File: src/rtl/scu_pkg.sv
// Shared types and constants for the control transfer unit.
// Used by scu_exec and sparc_control_transfer_unit; no other dependencies.
package scu_pkg;

    // instruction kinds carried in the input tuser
    typedef enum logic [2:0] {
        CMD_CALL   = 3'd0,
        CMD_SETHI  = 3'd1,
        CMD_NOP    = 3'd2,
        CMD_UNIMP  = 3'd3,
        CMD_BRANCH = 3'd4
    } cmd_t;

    // result status carried in the output tuser
    typedef enum logic [1:0] {
        ST_EXEC    = 2'd0,
        ST_HALT    = 2'd1,
        ST_UNKNOWN = 2'd2
    } status_t;

    // low three bits of the Bicc condition; bit 3 inverts the test
    localparam logic [2:0] CB_NEVER = 3'd0;
    localparam logic [2:0] CB_EQ    = 3'd1;
    localparam logic [2:0] CB_LE    = 3'd2;
    localparam logic [2:0] CB_LT    = 3'd3;
    localparam logic [2:0] CB_LEU   = 3'd4;
    localparam logic [2:0] CB_CS    = 3'd5;
    localparam logic [2:0] CB_NEG   = 3'd6;
    localparam logic [2:0] CB_VS    = 3'd7;
    localparam logic [3:0] COND_BA  = 4'd8;

    localparam int unsigned ADDR_W = 32;
    localparam logic [4:0]  LINK_REG = 5'd15;       // %o7
    localparam logic [ADDR_W-1:0] PC_RESET  = 32'd0;
    localparam logic [ADDR_W-1:0] NPC_RESET = 32'd4;
    localparam logic [ADDR_W-1:0] INSN_STEP = 32'd4;
    localparam logic [ADDR_W-1:0] SKIP_STEP = 32'd8;

    localparam int unsigned IN_DATA_W  = 72;
    localparam int unsigned IN_USER_W  = 3;
    localparam int unsigned OUT_DATA_W = 104;
    localparam int unsigned OUT_USER_W = 2;

    // one decoded instruction with condition codes
    typedef struct packed {
        logic [2:0]        cmd;
        logic [3:0]        cond;
        logic              annul;
        logic [ADDR_W-1:0] target;
        logic [21:0]       imm_high;
        logic [4:0]        dest_reg;
        logic              flag_n;
        logic              flag_z;
        logic              flag_v;
        logic              flag_c;
    } insn_t;

    // one result item
    typedef struct packed {
        status_t           status;
        logic [ADDR_W-1:0] next_pc;
        logic [ADDR_W-1:0] next_npc;
        logic              reg_write;
        logic [4:0]        reg_index;
        logic [ADDR_W-1:0] reg_data;
    } result_t;

endpackage

File: src/rtl/scu_exec.sv
// Next-pc, register write and status logic for one instruction.
// Purely combinational; depends on scu_pkg.
module scu_exec (
    input  scu_pkg::insn_t                  insn,
    input  logic [scu_pkg::ADDR_W-1:0]      pc,
    input  logic [scu_pkg::ADDR_W-1:0]      npc,
    output scu_pkg::result_t                res
);
    import scu_pkg::*;

    logic              base_hit;
    logic              taken;
    logic [ADDR_W-1:0] npc_plus4;
    logic [ADDR_W-1:0] npc_plus8;
    logic [ADDR_W-1:0] tgt_plus4;

    // integer condition code test
    always_comb
    begin
        case (insn.cond[2:0])
            CB_NEVER: base_hit = 1'b0;
            CB_EQ:    base_hit = insn.flag_z;
            CB_LE:    base_hit = insn.flag_z | (insn.flag_n ^ insn.flag_v);
            CB_LT:    base_hit = insn.flag_n ^ insn.flag_v;
            CB_LEU:   base_hit = insn.flag_c | insn.flag_z;
            CB_CS:    base_hit = insn.flag_c;
            CB_NEG:   base_hit = insn.flag_n;
            CB_VS:    base_hit = insn.flag_v;
            default:  base_hit = 1'b0;
        endcase
        taken = insn.cond[3] ? !base_hit : base_hit;
    end

    // address sums wrap at 32 bits
    assign npc_plus4 = npc + INSN_STEP;
    assign npc_plus8 = npc + SKIP_STEP;
    assign tgt_plus4 = insn.target + INSN_STEP;

    // instruction decode and next state
    always_comb
    begin
        res           = '0;
        res.status    = ST_EXEC;
        res.next_pc   = pc;
        res.next_npc  = npc;
        case (insn.cmd)
            CMD_CALL:
            begin
                res.next_pc   = npc;
                res.next_npc  = insn.target;
                res.reg_write = 1'b1;
                res.reg_index = LINK_REG;
                res.reg_data  = pc;
            end
            CMD_SETHI:
            begin
                res.next_pc   = npc;
                res.next_npc  = npc_plus4;
                res.reg_write = 1'b1;
                res.reg_index = insn.dest_reg;
                res.reg_data  = {insn.imm_high, 10'd0};
            end
            CMD_NOP:
            begin
                res.next_pc  = npc;
                res.next_npc = npc_plus4;
            end
            CMD_UNIMP:
            begin
                res.status = ST_HALT;
            end
            CMD_BRANCH:
            begin
                if (insn.cond == COND_BA && insn.annul)
                begin
                    // ba,a jumps at once and drops the delay slot
                    res.next_pc  = insn.target;
                    res.next_npc = tgt_plus4;
                end
                else if (taken)
                begin
                    res.next_pc  = npc;
                    res.next_npc = insn.target;
                end
                else if (insn.annul)
                begin
                    // untaken annulled branch skips its delay slot
                    res.next_pc  = npc_plus4;
                    res.next_npc = npc_plus8;
                end
                else
                begin
                    res.next_pc  = npc;
                    res.next_npc = npc_plus4;
                end
            end
            default:
            begin
                res.status = ST_UNKNOWN;
            end
        endcase
    end

endmodule

File: src/rtl/sparc_control_transfer_unit.sv
// SPARC control transfer unit: input register, execute logic, result register.
// Depends on scu_pkg and scu_exec.
//
// Usage:
//   Each input transaction carries one decoded instruction (kind in s_axis_tuser,
//   condition, annul bit, target, sethi immediate and destination, condition
//   codes in s_axis_tdata). Each one yields exactly one output transaction with
//   the new pc and npc, an optional register write and a status in m_axis_tuser.
//   After acceptance the instruction sits in the input register while the execute
//   logic feeds the result register, whose load raises m_axis_tvalid. Throughput
//   is one instruction per cycle while m_axis_tready is held high; the pc/npc
//   registers are updated in the same cycle the result register loads, so the
//   next instruction sees them at once.
//   When the receiver holds m_axis_tready low the result register holds, the
//   input register fills, and s_axis_tready drops; no transaction is lost.
//   Reset clears both stages and sets pc to 0 and npc to 4.
module sparc_control_transfer_unit (
    input  logic                             clk,
    input  logic                             rst_n,
    input  logic                             s_axis_tvalid,
    output logic                             s_axis_tready,
    // cond, annul, target, imm_high, dest_reg, flag_n, flag_z, flag_v, flag_c, zero pad
    input  logic [scu_pkg::IN_DATA_W-1:0]    s_axis_tdata,
    // cmd
    input  logic [scu_pkg::IN_USER_W-1:0]    s_axis_tuser,
    output logic                             m_axis_tvalid,
    input  logic                             m_axis_tready,
    // next_pc, next_npc, reg_write, reg_index, reg_data, zero pad
    output logic [scu_pkg::OUT_DATA_W-1:0]   m_axis_tdata,
    // status
    output logic [scu_pkg::OUT_USER_W-1:0]   m_axis_tuser
);
    import scu_pkg::*;

    logic              in_valid_reg;
    insn_t             insn_reg;
    insn_t             insn_next;
    logic              out_valid_reg;
    result_t           out_reg;
    result_t           res;
    logic [ADDR_W-1:0] pc_reg;
    logic [ADDR_W-1:0] npc_reg;
    logic              out_load;
    logic              in_load;

    // handshake: result stage loads from a full input stage when empty or being drained
    assign out_load      = in_valid_reg && (!out_valid_reg || m_axis_tready);
    assign s_axis_tready = !in_valid_reg || out_load;
    assign in_load       = s_axis_tvalid && s_axis_tready;

    // unpack the input transaction
    always_comb
    begin
        insn_next.cmd      = s_axis_tuser;
        insn_next.cond     = s_axis_tdata[3:0];
        insn_next.annul    = s_axis_tdata[4];
        insn_next.target   = s_axis_tdata[36:5];
        insn_next.imm_high = s_axis_tdata[58:37];
        insn_next.dest_reg = s_axis_tdata[63:59];
        insn_next.flag_n   = s_axis_tdata[64];
        insn_next.flag_z   = s_axis_tdata[65];
        insn_next.flag_v   = s_axis_tdata[66];
        insn_next.flag_c   = s_axis_tdata[67];
    end

    // execute logic
    scu_exec u_exec (
        .insn (insn_reg),
        .pc   (pc_reg),
        .npc  (npc_reg),
        .res  (res)
    );

    // control and architectural state
    always_ff @(posedge clk or negedge rst_n)
    begin
        if (!rst_n)
        begin
            in_valid_reg  <= 1'b0;
            out_valid_reg <= 1'b0;
            pc_reg        <= PC_RESET;
            npc_reg       <= NPC_RESET;
        end
        else
        begin
            if (in_load)
                in_valid_reg <= 1'b1;
            else if (out_load)
                in_valid_reg <= 1'b0;

            if (out_load)
            begin
                out_valid_reg <= 1'b1;
                pc_reg        <= res.next_pc;
                npc_reg       <= res.next_npc;
            end
            else if (m_axis_tready)
                out_valid_reg <= 1'b0;
        end
    end

    // payload registers
    always_ff @(posedge clk)
    begin
        if (in_load)
            insn_reg <= insn_next;
        if (out_load)
            out_reg <= res;
    end

    // pack the output transaction
    assign m_axis_tvalid = out_valid_reg;
    assign m_axis_tuser  = out_reg.status;
    assign m_axis_tdata  = {2'b00, out_reg.reg_data, out_reg.reg_index, out_reg.reg_write,
                            out_reg.next_npc, out_reg.next_pc};

    // a stalled result keeps the pc state frozen
    a_stall_holds_state: assert property (@(posedge clk) disable iff (!rst_n)
        m_axis_tvalid && !m_axis_tready |=> $stable(pc_reg) && $stable(npc_reg))
        else $error("pc state moved while result stalled");

    // the held result always matches the architectural state
    a_result_matches_state: assert property (@(posedge clk) disable iff (!rst_n)
        out_valid_reg |-> out_reg.next_pc == pc_reg && out_reg.next_npc == npc_reg)
        else $error("result pc/npc differs from state");

    // halt or unknown instruction leaves the state alone
    a_halt_no_advance: assert property (@(posedge clk) disable iff (!rst_n)
        out_load && res.status != ST_EXEC |=> $stable(pc_reg) && $stable(npc_reg))
        else $error("state advanced on halt or unknown instruction");

    // no register write means clean write fields
    a_no_write_clean: assert property (@(posedge clk) disable iff (!rst_n)
        out_valid_reg && !out_reg.reg_write |-> out_reg.reg_index == '0 && out_reg.reg_data == '0)
        else $error("write fields set without a register write");

endmodule

File: config.mk
export PLATFORM = sky130hd
export DESIGN_NAME = sparc_control_transfer_unit
export DESIGN_NICKNAME = d
export VERILOG_FILES = /design/src/rtl/scu_pkg.sv /design/src/rtl/scu_exec.sv /design/src/rtl/sparc_control_transfer_unit.sv
export SDC_FILE = /design/constraint.sdc
export NUM_CORES = 1
export LEC_CHECK = 0
export ABC_CLOCK_PERIOD_IN_PS = 4600
export BUFFER_PORTS_ARGS = -buffer_cell sky130_fd_sc_hd__buf_2
export CAP_MARGIN = 5
export CORE_ASPECT_RATIO = 1.75
export CORE_MARGIN = 2
export CORE_UTILIZATION = 52
export DETAILED_ROUTE_END_ITERATION = 10
export GPL_TIMING_DRIVEN = 0
export PLACE_DENSITY = 0.76
export SLEW_MARGIN = 30
export SYNTH_ARGS = -nofsm -noshare
export SYNTH_HDL_FRONTEND = slang
export SYNTH_SLANG_ARGS = --single-unit
File: constraint.sdc
create_clock -name clk -period 4.6 [get_ports clk]
set_input_delay 0.69 -clock clk [delete_from_list [all_inputs] [get_ports clk]]
set_output_delay 0.69 -clock clk [all_outputs]
set_load 0.01 [all_outputs]
======== After elaboration in Yosys (flattened, before gate mapping) ========
Index checks and enable logic that the tools add are counted.
storage, ports and cells
  logic and storage cells ................. 64
  register bits after elaboration ......... 241
  input bits .............................. 79
  output and inout bits ................... 108
cells by class
  bitwise gates (word level) .............. 3
  reductions and logical operators ........ 14
  mux-type cells .......................... 12
  equality and inequality tests ........... 12
  add/sub/neg operators ................... 3
operators with widths
  operator                                       count
  2-to-1 mux 64 bit                              3
  case mux 64 bit (3 select lines)               1
  case mux 38 bit (2 select lines)               1
  adder 32 x 3 -> 32 bit, second input constant  2
  adder 32 x 4 -> 32 bit, second input constant  1
  == test 3 bit, second input constant           5
  == test 3 x 2 -> 1 bit, second input constant  4
  case mux 1 bit (8 select lines)                1
  == test 3 x 1 -> 1 bit, second input constant  2
  logical NOT 3 bit                              2
  2-to-1 mux 1 bit                               5
  == test 4 bit, second input constant           1
  case mux 2 bit (2 select lines)                1
  nonzero test 2 bit                             2
  OR reduction 4 bit                             1
  logical AND 1 bit                              3
  logical NOT 1 bit                              3
  logical OR 1 bit                               2
  bitwise OR 1 bit                               2
  OR reduction 2 bit                             1
  XOR 1 bit                                      1

======== Depth between registers and ports, before layout ========
Gate-level depths: netlist (run 1).
  word-level depth ........................ 8
  gate-level depth with buffers ........... 10

======== Cells and area by module ========
From an unflattened synthesis (run 1), not the netlist that was laid out.
second synthesis, totals
  cells, all modules ...................... 1,089
  area total of the unflattened synthesis .. 12,702.2 um^2
by module, submodules not included
  module                       sequential area each (um^2)  area an instance (um^2)  instances  cells each
  sparc_control_transfer_unit  6,907.9                      7,968.9                  1          322
  scu_exec                     0.0                          4,733.3                  1          767

======== Worst setup path after synthesis (run 1) ========
OpenSTA, ideal clock, no wires.
  kind .................................... input to register
  start ................................... input port m_axis_tready
  end ..................................... register npc_reg[23]
  arrival time ............................ 4.593 ns
  data required time ...................... 4.311 ns
  path slack .............................. -0.282 ns
  path buffers ............................ 2
  stages on the path ...................... 6
  path through ............................ nand2b_1 nand2_1 clkinv_1 clkbuf_1 clkbuf_1 a31oi_1
between the ends
  longest elaborated chain between the ends .. 2
RTL lines
  item                    RTL line                           text
  start: declaration      sparc_control_transfer_unit.sv:27  input logic m_axis_tready,
  logical OR 1 bit        sparc_control_transfer_unit.sv:47  assign out_load = in_valid_reg && (!out_valid_reg || m_axis_tready);
  logical AND 1 bit       sparc_control_transfer_unit.sv:47
  net out_load            sparc_control_transfer_unit.sv:43  logic out_load;
  end signal: assignment  sparc_control_transfer_unit.sv:95  npc_reg <= res.next_npc;
  end: declaration        sparc_control_transfer_unit.sv:42  logic [ADDR_W-1:0] npc_reg;
The timed path passes the listed nets, and every way through them passes these cells.
A chain may end at the register's enable or synchronous reset.

==> results of run 1 <==
==> logic make-up (layout without fill, tap and decap cells) <==
logic type                 Yosys count  count (layout)  share of synthesized area
xor gates and xnor gates            63              63                     0.0425
adders and majority gates            3               3                    0.00289
other                                1               3                   0.000289
muxes                               35              35                     0.0292
and+or+nand+nor                    409             409                      0.162
DFF                                241             241                      0.532
buffers and inverters              128             353                     0.0430
AOI/OAI and AO/OA                  360             360                      0.189
==> stage by stage <==
step / setup WS [ns] / util / instance area (um2) / cells / hold slack [ns]
after floorplan: 1.38 / - / 13000 / 1241 / 0.394
after global placement: 0.0353 / 0.580 / 14300 / 1733 / 0.473
after detailed placement: 0.729 / 0.584 / 14400 / 1737 / 0.499
after CTS: 0.704 / 0.614 / 15100 / 1778 / 0.0866
after global routing: 0.504 / 0.614 / 15100 / 1778 / 0.0998
final: 0.440 / 0.615 / 15100 / 1779 / 0.0767
==> final cells by class <==
cell class	count	area, um2
Sequential cell	241	6910
Clock buffer	27	601
Buffer	112	510
Tap cell	312	390
Timing Repair Buffer	184	986
Clock inverter	14	141
Multi-Input combinational cell	872	5540
Fill cell	2025	9490
Antenna cell	1	2.50
Inverter	16	60.1
==> cells in the final DEF, fill, tap and decap left out, types with 16 or more instances in the layout <==
master | Yosys | final
a21oi_1 | 85 | 85
a221oi_1 | 20 | 20
a22o_1 | 28 | 28
a31oi_1 | 16 | 16
and3_1 | 41 | 41
buf_2 | 24 | 203
clkbuf_1 | 71 | 72
clkbuf_16 | 0 | 23
dfrtp_1 | 65 | 65
edfxtp_1 | 175 | 175
mux2_2 | 23 | 23
nand2_1 | 101 | 101
nand3_1 | 38 | 38
nand4_1 | 26 | 26
nor2_1 | 102 | 102
nor3_1 | 21 | 21
o21a_1 | 18 | 18
o21ai_0 | 69 | 68
xnor2_1 | 31 | 31
xor2_1 | 32 | 32
==> layer usage <==
layer / GRT usage / routed length [um]
met3: 0.0564 / 4130
met1: 0.484 / 19100
met2: 0.636 / 24700
met4: 0.235 / 3640
met5: 0 / 0
==> worst min-delay path by stage <==
stage	start	endpoint	slack [ns]
finish	rst_n	npc_reg[24]$_DFFE_PN0P_	0.08
floorplan	rst_n	in_valid_reg$_DFFE_PN0P_	0.39
global route	rst_n	npc_reg[28]$_DFFE_PN0P_	0.1
CTS	rst_n	npc_reg[29]$_DFFE_PN0P_	0.09
detailed placement	in_valid_reg$_DFFE_PN0P_	m_axis_tvalid$_DFFE_PN0P_	0.50
global placement	in_valid_reg$_DFFE_PN0P_	m_axis_tvalid$_DFFE_PN0P_	0.47
==> synth_stat cells (all sizes together) (20+ instances only) <==
cell type | n | share of area
mux2 | 23 | 0.020
nor3 | 24 | 0.011
xor2 | 32 | 0.022
buf | 41 | 0.018
nand3 | 40 | 0.016
o21ai | 73 | 0.028
a221oi | 20 | 0.013
clkbuf | 71 | 0.021
dfrtp | 65 | 0.13
nor2 | 103 | 0.030
nand2 | 102 | 0.030
a22o | 28 | 0.019
and3 | 41 | 0.020
a21oi | 86 | 0.033
nand4 | 29 | 0.017
edfxtp | 175 | 0.40
xnor2 | 31 | 0.021
==> power by group through the flow <==
stage	combinational [mW]	clock, mW	sequential (mW)
global route	2.20	2.01	3.06
global placement	1.95	0	3.05
finish	2.07	1.92	3.03
CTS	2.01	1.92	3.02
detailed placement	2.00	0	3.05
floorplan	1.25	0	3.04
==> critical path: cells and delay by family (launching register included) <==
kind,cells,cell delay [ns]
and+or+nand+nor,2,1.86
buffers and inverters,2,1.09
DFF,1,0.52
AOI/OAI and AO/OA,2,0.40
muxes,1,0.23
==> results_dict.tcl, run 1 <==
set metrics [dict create \
    postCtsHoldBufs 0 \
    worst_pin_slew_ns 1.11 \
    grt_pass1_vias 11400 \
    maxSlewViolCount 0 \
    ff2ff_setup_slack_ns 0.44 \
    fp.dieArea_um2 26300 \
    pwr-share-clk 0.273 \
    gp_congestion 1.06 \
    status "complete, no violations" \
    port_buffers 180 \
    seqPwrFrac 0.432 \
    power.net_switching_mw 2.43 \
    synthArstFlopShare 0.274 \
    path_class "flop to flop" \
    hold_viol 0 \
    powerDensity_nw_per_um2 463 \
    cts-resized-gates 0 \
    yosysWarnings 0 \
    grt_max_degree 59 \
    initial_core_util 0.528 \
    area_delta_synth_final_pct 16.5 \
    path_max_fanout 10 \
    period_share 0.904 \
    place_hpwl_um 37900 \
    path_cells "clkbuf_1 -> nand4_1 -> nor2_1 -> clkbuf_1 -> a221oi_1 -> o21ai_0 -> mux2_2" \
    routed-via-count 12000 \
    synth_edf_count 175 \
    largest_register_ff_count 102 \
    startpoint_type "flop" \
    fin_nets 1532 \
    drt-total-wl_um 51600 \
    grt_pass1_wl_um 73700 \
    insertion_delay_ns 0.54 \
    first_pass_iters 5 \
    drive_above_1_share 0.207 \
    drc_errors 0 \
    die_x_um 124 \
    cpMaxStageDelayCell "nor2_1" \
    crit_end "pc_reg[3]$_DFFE_PN0P_" \
    combPwrFrac 0.295 \
    die_h_um 213 \
    cts_buffers 23 \
    overflow 0 \
    max_freq_mhz 240 \
    crit_start "insn_reg[63]$_DFFE_PP_" \
    finalPower_mw 7.01 \
    reg2reg_to "pc_reg[3]$_DFFE_PN0P_" \
    power.leakage_nw 5.85 \
    rr_worst_depth 7 \
    critical_path_arrival_ns 4.63 \
    htreeDepth 1 \
    p_int_mw 4.58 \
    cts_buffer_depth 3 \
    ys_seq_area_frac 0.532 \
    ys_types 84 \
    rsz0062_at_grt "false" \
    worstReg2RegStart "insn_reg[63]$_DFFE_PP_" \
    end_kind "flop" \
    num_rows 76 \
    finalCriticalPeriod_ns 4.16 \
    tns_ns 0 \
    p_sw_frac 0.347 \
    antenna_found_initial 1 \
    cts-root-buf "clkbuf_16" \
    path_clk_slew_ns 0.06 \
    peakVddDrop_uv 463 \
    wl_per_cell_um 29.0 \
    cpMostUsedCell "clkbuf_1" \
    post_cts_buffers 0 \
    ant_nets 0 \
    clock_sinks 241 \
    cp.required_ns 5.07 \
    maxCapViolCount 0 \
    grt_use_total 0.390 \
    io_pins 187 \
    core_um2 24600 \
    setup-violations-final 0 \
    synth_seq_cells 241 \
    ys.flop_type "edfxtp_1" \
    slowest_delay_ns 1.08 \
    first_iter_violations 1597 \
    fin_worst_skew_ns 0.0139 \
    vias_per_cell 6.72 \
    hold_class "primary input to async pin" \
    synth_cells 1240 \
    synth_area_um2 13000 \
    cts_tree "built" \
    synth_area_per_cell_um2 10.5 \
    relSlewSlack 0.261 \
]
No activity file was read; power rests on OpenSTA's default activity.
==> run 2, diff against run 1 <==
--- a/config.mk
+++ b/config.mk
@@ -10,10 +10,10 @@
 export CAP_MARGIN = 5
 export CORE_ASPECT_RATIO = 1.75
 export CORE_MARGIN = 2
-export CORE_UTILIZATION = 52
+export CORE_UTILIZATION = 50
 export DETAILED_ROUTE_END_ITERATION = 10
 export GPL_TIMING_DRIVEN = 0
-export PLACE_DENSITY = 0.76
+export PLACE_DENSITY = 0.73
 export SLEW_MARGIN = 30
 export SYNTH_ARGS = -nofsm -noshare
 export SYNTH_HDL_FRONTEND = slang
==> run 2 against run 1 <==
Cell area up 0.37%. Fmax up 3.4%. Critical path type unchanged. Worst hold slack worse by 0.066 ns. Largest power group unchanged. Utilization down 2.5 points. Critical path depth unchanged. Highest routed layer unchanged. Cell count up 0.51%. Non-clock buffer count unchanged.
==> results_dict.tcl, run 2 (synthesis results as in run 1) <==
set metrics [dict create \
    drt-total-wl_um 52800 \
    fin_area_um2 15200 \
    die_h_um 217 \
    end_kind "flop" \
    path_clk_slew_ns 0.07 \
    critical_path_arrival_ns 4.29 \
    core_um2 25800 \
    final_common_cell "buf_2" \
    routed-via-count 12000 \
    relSlewSlack 0.304 \
    num_rows 78 \
    fp.dieArea_um2 27300 \
    die_x_um 126 \
    fin_nets 1532 \
    maxSlewViolCount 0 \
    grt_use_total 0.377 \
    area_delta_synth_final_pct 16.9 \
    cts_buffer_depth 3 \
    hold_viol 0 \
    slowest_delay_ns 0.79 \
    top_layer_used "met4" \
    dpl.cell_count 1745 \
    first_pass_iters 6 \
    htreeDepth 1 \
    drc_errors 0 \
    finalCriticalPeriod_ns 4.02 \
    wl_met1_um 19000 \
    p_int_mw 4.64 \
    worst-path-buf-inv 3 \
    wl_met3_um 4920 \
    worst_pin_slew_ns 1.04 \
    fillCellCount 2209 \
    initial_core_util 0.504 \
    first_iter_violations 1635 \
    pwr-share-clk 0.280 \
    power.net_switching_mw 2.43 \
    path_delay_family "buffers and inverters" \
    wl_per_cell_um 29.5 \
    mostFrequentLayoutCells "buf_2, edfxtp_1, nand2_1" \
    cts-resized-gates 0 \
    io_pins 187 \
    ant_nets 0 \
    antenna_found_initial 2 \
    place_area_um2 14400 \
    grt_pass1_wl_um 75900 \
    period_share 0.875 \
    grt_max_degree 82 \
    drive_above_1_share 0.210 \
    maxCapViolCount 0 \
    postCtsHoldBufs 0 \
    route.met2.wl_um 25200 \
    startpoint_type "flop" \
    combPwrFrac 0.293 \
    rsz0062_at_grt "false" \
    holdWs_ns 0.0103 \
    largest_register_ff_count 102 \
    cp.required_ns 4.87 \
    stdcell_count 1788 \
    overflow 0 \
    setup-violations-final 0 \
    clock_sinks 241 \
    post_cts_buffers 0 \
    fin_worst_skew_ns 0.0189 \
    tns_ns 0 \
    cts-root-buf "clkbuf_16" \
    cts_tree "built" \
    hold_class "primary input to async pin" \
    cts_buffers 23 \
    place_hpwl_um 38900 \
    path_class "flop to flop" \
    cpMostUsedCell "clkbuf_1" \
    port_buffers 180 \
    seqPwrFrac 0.428 \
    max_freq_mhz 249 \
    grt_pass1_vias 11700 \
    peakVddDrop_uv 514 \
    path_cells "clkbuf_1 -> nand4_1 -> clkbuf_1 -> clkbuf_1 -> o21ai_0 -> a2bb2oi_1 -> nand2_1" \
    powerDensity_nw_per_um2 465 \
    finalPower_mw 7.07 \
    path_max_fanout 10 \
    gp_congestion 1.04 \
    vias_per_cell 6.74 \
    insertion_delay_ns 0.55 \
    status "complete, no violations" \
    p_sw_frac 0.343 \
    power.leakage_nw 5.86 \
    cpMaxStageDelayCell "nand4_1" \
]
-- run 2: cell types whose count changed in the layout (fill, tap and decap cells not counted) --
cell        change
buf_2           +1
buf_4           -2
buf_6           +1
clkbuf_1        +1
clkbuf_8        +4
clkinv_1        -2
clkinv_2        -2
clkinv_4        -1
clkinvlp_4      +1
nor2_1          -2
nor2_2          +2
-- run 2: metrics by stage --
| step | util | worst slack [ns] |
|---|---|---|
| CTS | 0.589 | 0.771 |
| global route | 0.590 | 0.617 |
| finish | 0.590 | 0.577 |
| global placement | 0.555 | 0.000528 |
| floorplan | - | 1.38 |
| detailed placement | 0.559 | 0.789 |
-- run 2: area by class of cell --
type | instances | area, um2 | area share
clock buffers | 32 | 659 | 0.0434
clock inverters | 10 | 123 | 0.00807
plain buffers | 112 | 510 | 0.0336
multi-input cells | 872 | 5540 | 0.365
repair buffers | 184 | 987 | 0.0650
inverters | 16 | 60.1 | 0.00395
well taps | 320 | 400 | 0.0264
diodes | 1 | 2.50 | 0.000165
flip-flops and latches | 241 | 6910 | 0.455
-- run 2: worst register-to-register path, stage by stage (launching register included) --
cell       delay (ns)
edfxtp_1         0.60
clkbuf_1         0.51
nand4_1          0.79
clkbuf_1         0.55
clkbuf_1         0.43
o21ai_0          0.26
a2bb2oi_1        0.49
nand2_1          0.13
-- run 2: worst paths after layout --
kind / start / to / slack (ns) / depth (start not counted)
max: insn_reg[63]$_DFFE_PP_ / m_axis_tdata[20]$_DFFE_PP_ / 0.58 / 7
min: rst_n / npc_reg[6]$_DFFE_PN0P_ / 0.01 / 1
max reg2reg: insn_reg[63]$_DFFE_PP_ / m_axis_tdata[20]$_DFFE_PP_ / 0.58 / 7
min reg2reg: in_valid_reg$_DFFE_PN0P_ / m_axis_tvalid$_DFFE_PN0P_ / 0.51 / 1
max in group asynchronous: rst_n / npc_reg[2]$_DFFE_PN1P_ / 4.00 / 2
min in group clk: s_axis_tdata[22] / insn_reg[48]$_DFFE_PP_ / 0.32 / 1
-- run 2: power groups by stage --
stage / Combinational, mW / Clock [mW] / Sequential, mW
5_1_grt: 2.20 / 2.07 / 3.05
3_5_place_dp: 2.00 / 0 / 3.05
6_report: 2.07 / 1.98 / 3.02
2_1_floorplan: 1.25 / 0 / 3.04
3_3_place_gp: 1.96 / 0 / 3.05
4_1_cts: 2.02 / 1.99 / 3.01
-- run 2: per-layer routing --
metal | vias up | track usage
met5 | - | 0
met4 | 0 | 0.225
met3 | 210 | 0.0612
met2 | 875 | 0.626
met1 | 5828 | 0.464
li1 | 5132 | -
